--- src/hw/rtl/pcbn_pkg.sv ---
// Shared types and constants of the per-class box suppression block.
package pcbn_pkg;

   localparam int CLASS_BITS  = 8;
   localparam int THR_BITS    = 17;
   localparam int FRAC_BITS   = 16;
   localparam int NUMBER_BITS = 16;

   localparam logic [THR_BITS-1:0]    THR_RESET  = 17'd29491;
   localparam logic [NUMBER_BITS-1:0] NUMBER_MAX = 16'hFFFF;

   // tag that travels with one kept-box read into the overlap pipeline
   typedef struct packed {
      logic valid;
      logic match;   // same class as the candidate
   } pcbn_ctl_type;

   // status returned by the overlap pipeline
   typedef struct packed {
      logic busy;    // a compare is still in flight
      logic hit;     // this cycle's compare is same-class and exceeds the threshold
   } pcbn_res_type;

endpackage

--- src/hw/rtl/pcbn_iou.sv ---
// Pipelined overlap test of the candidate box against one kept box per cycle.
module pcbn_iou
   import pcbn_pkg::*;
#(
   parameter int COORD_BITS = 12
) (
   input  logic                      clock,
   input  logic                      reset,
   input  pcbn_ctl_type              ctl,
   input  logic [COORD_BITS-1:0]     cand_left,
   input  logic [COORD_BITS-1:0]     cand_top,
   input  logic [COORD_BITS:0]       cand_right,
   input  logic [COORD_BITS:0]       cand_bottom,
   input  logic [2*COORD_BITS+1:0]   cand_area,
   input  logic [COORD_BITS-1:0]     kept_left,
   input  logic [COORD_BITS-1:0]     kept_top,
   input  logic [COORD_BITS:0]       kept_right,
   input  logic [COORD_BITS:0]       kept_bottom,
   input  logic [THR_BITS-1:0]       thr,
   output pcbn_res_type              res
);

   localparam int EXT_W  = COORD_BITS + 1;
   localparam int AREA_W = 2 * EXT_W;
   localparam int UNI_W  = AREA_W + 1;
   localparam int PROD_W = THR_BITS + UNI_W;

   logic [EXT_W-1:0]  lo_x, hi_x, lo_y, hi_y;
   logic [EXT_W-1:0]  iw_in, ih_in, wb_in, hb_in;
   logic [EXT_W-1:0]  iw_ff, ih_ff, wb_ff, hb_ff;
   logic              v1_ff, m1_ff, v2_ff, m2_ff, v3_ff, m3_ff, v4_ff, m4_ff;
   logic [AREA_W-1:0] inter2_in, inter2_ff, areab2_in, areab2_ff;
   logic [AREA_W-1:0] inter3_ff, inter4_ff;
   logic [UNI_W-1:0]  uni3_in, uni3_ff;
   logic [PROD_W-1:0] prod4_in, prod4_ff, lhs4;
   logic              nz4_ff;

   // stage 1: overlap extents and kept box size
   always_comb begin
      lo_x = ({1'b0, cand_left} > {1'b0, kept_left}) ? {1'b0, cand_left} : {1'b0, kept_left};
      hi_x = (cand_right < kept_right) ? cand_right : kept_right;
      lo_y = ({1'b0, cand_top} > {1'b0, kept_top}) ? {1'b0, cand_top} : {1'b0, kept_top};
      hi_y = (cand_bottom < kept_bottom) ? cand_bottom : kept_bottom;
      iw_in = (hi_x > lo_x) ? (hi_x - lo_x) : '0;
      ih_in = (hi_y > lo_y) ? (hi_y - lo_y) : '0;
      wb_in = kept_right - {1'b0, kept_left};
      hb_in = kept_bottom - {1'b0, kept_top};
   end

   // stage 2: intersection and kept area; stage 3: union; stage 4: threshold product
   assign inter2_in = AREA_W'(iw_ff) * AREA_W'(ih_ff);
   assign areab2_in = AREA_W'(wb_ff) * AREA_W'(hb_ff);
   assign uni3_in   = UNI_W'(cand_area) + UNI_W'(areab2_ff) - UNI_W'(inter2_ff);
   assign prod4_in  = PROD_W'(thr) * PROD_W'(uni3_ff);

   always_ff @(posedge clock) begin
      iw_ff     <= iw_in;
      ih_ff     <= ih_in;
      wb_ff     <= wb_in;
      hb_ff     <= hb_in;
      m1_ff     <= ctl.match;
      inter2_ff <= inter2_in;
      areab2_ff <= areab2_in;
      m2_ff     <= m1_ff;
      uni3_ff   <= uni3_in;
      inter3_ff <= inter2_ff;
      m3_ff     <= m2_ff;
      prod4_ff  <= prod4_in;
      inter4_ff <= inter3_ff;
      nz4_ff    <= (uni3_ff != '0);
      m4_ff     <= m3_ff;
      if (reset) begin
         v1_ff <= 1'b0;
         v2_ff <= 1'b0;
         v3_ff <= 1'b0;
         v4_ff <= 1'b0;
      end else begin
         v1_ff <= ctl.valid;
         v2_ff <= v1_ff;
         v3_ff <= v2_ff;
         v4_ff <= v3_ff;
      end
   end

   // i * 2^16 > t * u, only for a positive union
   assign lhs4     = PROD_W'({inter4_ff, {FRAC_BITS{1'b0}}});
   assign res.hit  = v4_ff & m4_ff & nz4_ff & (lhs4 > prod4_ff);
   assign res.busy = v1_ff | v2_ff | v3_ff | v4_ff;

endmodule

--- config.mk ---
export PLATFORM = sky130hd
export DESIGN_NAME = pcbn_iou
export DESIGN_NICKNAME = d
export VERILOG_FILES = /design/src/hw/rtl/pcbn_pkg.sv /design/src/hw/rtl/pcbn_iou.sv
export SDC_FILE = /design/constraint.sdc
export NUM_CORES = 2
export LEC_CHECK = 0
export ABC_AREA = 1
export BUFFER_PORTS_ARGS = -buffer_cell sky130_fd_sc_hd__buf_2
export CORE_AREA = 2 2 301 303
export CTS_CLUSTER_SIZE = 8
export DETAILED_ROUTE_END_ITERATION = 12
export DIE_AREA = 0 0 303 305
export GPL_TIMING_DRIVEN = 0
export PLACE_DENSITY = 0.72
export SKIP_CTS_REPAIR_TIMING = 1
export SLEW_MARGIN = 20
export SYNTH_ARGS = -nofsm -noshare
export SYNTH_HDL_FRONTEND = slang
export SYNTH_SLANG_ARGS = --single-unit
--- constraint.sdc ---
create_clock -name clock -period 8.13 [get_ports clock]
set_input_delay 2.0325 -clock clock [delete_from_list [all_inputs] [get_ports clock]]
set_output_delay 2.0325 -clock clock [all_outputs]
set_load 0.01 [all_outputs]
### Word-level counts from Yosys, hierarchy flattened

Cells that the tools add are included.

* register bits after elaboration: 236
* bits of input ports: 147
* word-level logic and storage cells: 46

* add/sub/neg operators: 6
* multiply operators: 3
* $lt $le $gt $ge: 7
* muxes and demuxes: 4
* bitwise logic cells: 6
* reduce and logical (&&, ||, !) cells: 1

Operators by type and width (number)
* $mul A13 B13 Y26: 2
* $sub A13 B12 Y13: 4
* $gt A42 B44 Y1: 1
* $mul A17 B27 Y44: 1
* $add A26 B26 Y27: 1
* $reduce_bool A27 Y1: 1
* $sub A27 B26 Y27: 1
* $gt A13 B12 Y1: 2
* $lt A13 B13 Y1: 2
* $mux W13: 2
* $gt A12 B12 Y1: 2
* $mux W12: 2
* $and A1 B1 Y1: 3
* $or A1 B1 Y1: 3

### Longest topological paths before layout

* word-level depth: 3
* mapped depth: 29
* depth with buffers taken out: 27

### Worst setup path after synthesis

No wires, ideal clock.

* kind: input port to flip-flop
* start point: in thr[2]
* end point: reg prod4_ff[39]
* arrival: 6.932 ns
* data required time: 8.018 ns
* setup slack: 1.086 ns
* cell stages on the path: 23
* buffers on the path: 2
* cells stage by stage: clkbuf_1 clkbuf_1 nand2_1 fa_1 inv_1 fa_1 inv_1 fa_1 inv_1 fa_1 fa_1 inv_1 fa_1 inv_1 ha_1 a21oi_1 nand2_1 a21oi_1 nor2_1 nor2_1 nand2_1 nand2_1 nand2_1

* cells in the longest elaborated chain, start to end: 1

Ends and longest elaborated chain
* start, declared: line pcbn_iou.sv:19 `input logic [THR_BITS-1:0] thr,`
* $mul A17 B27 Y44: line pcbn_iou.sv:54 `assign prod4_in = PROD_W'(thr) * PROD_W'(uni3_ff);`
* named net prod4_in[39]: line pcbn_iou.sv:35 `logic [PROD_W-1:0] prod4_in, prod4_ff, lhs4;`
* end signal, assigned: line pcbn_iou.sv:68 `prod4_ff <= prod4_in;`
* end, declared: line pcbn_iou.sv:35

The timed path passes the listed nets, and every way through them passes these cells.
A chain may end at the register's enable or synchronous reset.

### Worst setup path in the final report

* start point: in thr[2]
* end point: reg prod4_ff[37]

The elaborated chain is that of the path after synthesis.

==> impl_metrics.csv <==
group,metric,value,unit
synth,synthArstFlopShare,0,%
timing,setup_viol,0,
clocking,htreeDepth,2,
timing,rsz0062_at_grt,"false",
worst_hold_path,holdPathEnd,"inter4_ff[6]",
clocking,clock_path_buffers,3,
setup_path,path_cells,"clkbuf_1 -> clkbuf_2 -> nand2_1 -> fa_1 -> fa_1 -> fa_1 -> inv_1 -> fa_1 -> fa_1 -> inv_1 -> fa_1 -> inv_1 -> ha_1 -> nand2_1 -> inv_1 -> nand2_1 -> nand2_1 -> a21oi_1 -> nand3_1 -> nand2_1 -> nand2_1 -> nand2_1 -> nand2_1",
synth,synthTopCellsByArea,"fa_1 (32%), nand2_1 (14%), inv_1 (14%), ha_1 (13%), dfxtp_1 (12%)",
placed_design,gp_congestion,0.9724,
setup_path,required,8.51,ns
cells_and_area,drive_above_1_share,4.626,%
drt,first_pass_iters,11,
grt,grt_pass1_wl,185900,um
outcome,status,"finished, violations left",
setup_path,cp_slowest_cell,"clkbuf_1",
floorplan,io_pins,149,
floorplan,rows,110,
synth,yosysUniqueCellTypes,47,
drt,route.vias.total,33520,
synth,synthFlopType,"dfxtp_1",
synth,yosys.area.top_type,"fa_1",
drt,drcViolationCount,4,
timing,finalCritPeriodShare,98.12,%
setup_path,startpoint_type,"primary input",
clocking,worstSkewPairLatency,0.52,ns
synth,synth_area,39880,um^2
timing,fin_ws,0.1528,ns
synth,ys_ff_latch,236,
clocking,cts_buffers,35,
synth,synth_edf_count,0,
drt,drt-initial-drc-count,2317,
setup_path,cp-end-kind,"flop",
flow_run,cap_violations,0,
clocking,cts_tree,"done",
floorplan,initial_utilization,44.64,%
worst_hold_path,hp-start,"inter3_ff[6]",
drt,drtAntennaViolNets,0,
synth,syn_inst,5383,
synth,yosysMostFrequentCell,"nand2_1",
synth,yosysTopAreaCellShare,32.43,%
setup_path,r2r_end,"prod4_ff[37]",
synth,ys_warn_count,0,
floorplan,dieArea,92420,um^2
setup_path,path_max_fanout,10,
grt,grt_max_degree,11,
setup_path,path_common_cell,"nand2_1",
grt,overflow,0,
setup_path,critPathMaxStageDelay,0.65,ns
grt,grt_pass1_vias,34980,
timing,relSlewSlack,34.37,%
clocking,clk_pin_slew,0.05,ns
grt,antenna_found_initial,5,
synth,avgSynthCellArea,7.408,um^2
timing,worst_pin_slew,0.9844,ns
timing,whs,0.3066,ns
drt,routed_wl,114800,um
floorplan,core,89320,um^2
clocking,clockRootBuffer,"clkbuf_16",
placed_design,place.port_buffers,131,
timing,finalMaxSlewViolations,0,
cells_and_area,fin_util,48.10,%
drt,routedWlPerCell,17.05,um
clocking,cts.sinks,236,
setup_path,cp.arrival,8.36,ns
timing,hold_viol,0,
placed_design,dp_hpwl,97640,um
worst_hold_path,min_path_cells,0,
worst_hold_path,hp-class,"flop to flop",
setup_path,r2r_setup_slack,1.12,ns
setup_path,reg2reg_depth,25,
cells_and_area,nets,6753,
outcome,violations,"design-rule violations",
floorplan,dieHeight,305,um
drt,viasPerCell,4.977,
timing,fin_tns_setup,0,ns
grt,grt_util_all_layers,25.67,%
timing,fin_crit,7.977,ns
synth,syn_nets,6585,
placed_design,pre_cts_ws,-0.4520,ns
timing,finClkSkew,0.02301,ns
setup_path,crit_type,"primary input to flop",
synth,synth_common_cells,"nand2_1 (1,484), inv_1 (1,482), fa_1 (646)",
setup_path,crit-reg2reg-launch,"uni3_ff[7]",
timing,max_clock_freq,125.4,MHz
cells_and_area,areaGrowthSynthToFinish,7.734,%
synth,ys_seq_area_share,11.85,%
floorplan,die_x,303,um
[per-stage QoR]
| stage | cell area, um^2 | std cells |
|---|---|---|
| after global routing | 42960 | 6732 |
| after global placement | 42010 | 6690 |
| after floorplan | 39880 | 5383 |
| final | 42960 | 6734 |
| after CTS | 42950 | 6732 |
| after detailed placement | 42010 | 6690 |
[layout make-up]
cell class	instances	area [um^2]
multi-input combinational	3492	28930
buffer	165	644.4
fill	8882	46360
timing repair buffer	131	655.6
sequential	236	4725
antenna	2	5.005
clock buffer	40	915.9
inverter	1490	5595
tap	1176	1471
clock inverter	2	25.02
[worst max-delay path: cells and delay by family]
kind,cells,cell delay (ns)
simple gates,9,1.09
compound gates,1,0.37
buf+inv,6,1.37
fa+ha+maj,7,3.49
[cell families after synthesis]
logic type               share of synthesized area (%)
flip-flops                                       11.85
AND/OR/NAND/NOR                                  20.00
buffers and inverters                            15.62
adder cells (fa/ha/maj)                          45.26
XOR/XNOR                                         2.438
AO/OA/AOI/OAI                                    4.832
[placed cells by master (no fill, tap or decap), drive strengths merged, types with 6 or more instances in the layout]
| master | n |
|---|---|
| a21boi | 6 |
| inv | 1490 |
| a21oi | 212 |
| and2 | 10 |
| nand2 | 1510 |
| nor3 | 21 |
| nand4 | 46 |
| buf | 152 |
| xnor2 | 35 |
| nor2 | 231 |
| o21ai | 109 |
| o21bai | 16 |
| fa | 646 |
| nor4 | 9 |
| xor2 | 76 |
| clkbuf | 184 |
| ha | 409 |
| dfxtp | 236 |
| nand3 | 130 |
[registers in the layout, indices dropped and copies added, names as in the netlist, 13 cells and up]
name       cells
inter2_ff     26
prod4_ff      44
inter3_ff     26
hb_ff         13
ih_ff         13
areab2_ff     26
inter4_ff     26
uni3_ff       27
wb_ff         13
iw_ff         13
[metal layers]
| layer | global-route usage (%) | vias up | wire [um] |
|---|---|---|---|
| li1 | - | 15980 | - |
| met1 | 31.61 | 15990 | 45650 |
| met2 | 44.03 | 1249 | 54920 |
| met3 | 3.921 | 298 | 8069 |
| met4 | 11.66 | 6 | 6154 |
| met5 | 0 | - | 36 |
[worst max-delay path by stage]
stage                        end  startpoint  cells after the start
finish              prod4_ff[37]      thr[2]                     23
global route        prod4_ff[37]      thr[2]                     23
CTS                 prod4_ff[37]      thr[4]                     23
detailed placement  prod4_ff[37]      thr[4]                     23
global placement    prod4_ff[37]      thr[4]                     23
floorplan           prod4_ff[39]      thr[2]                     23
Power is not shown: default switching activity piles up to over one toggle a cycle in this logic, so the estimate is an artifact.
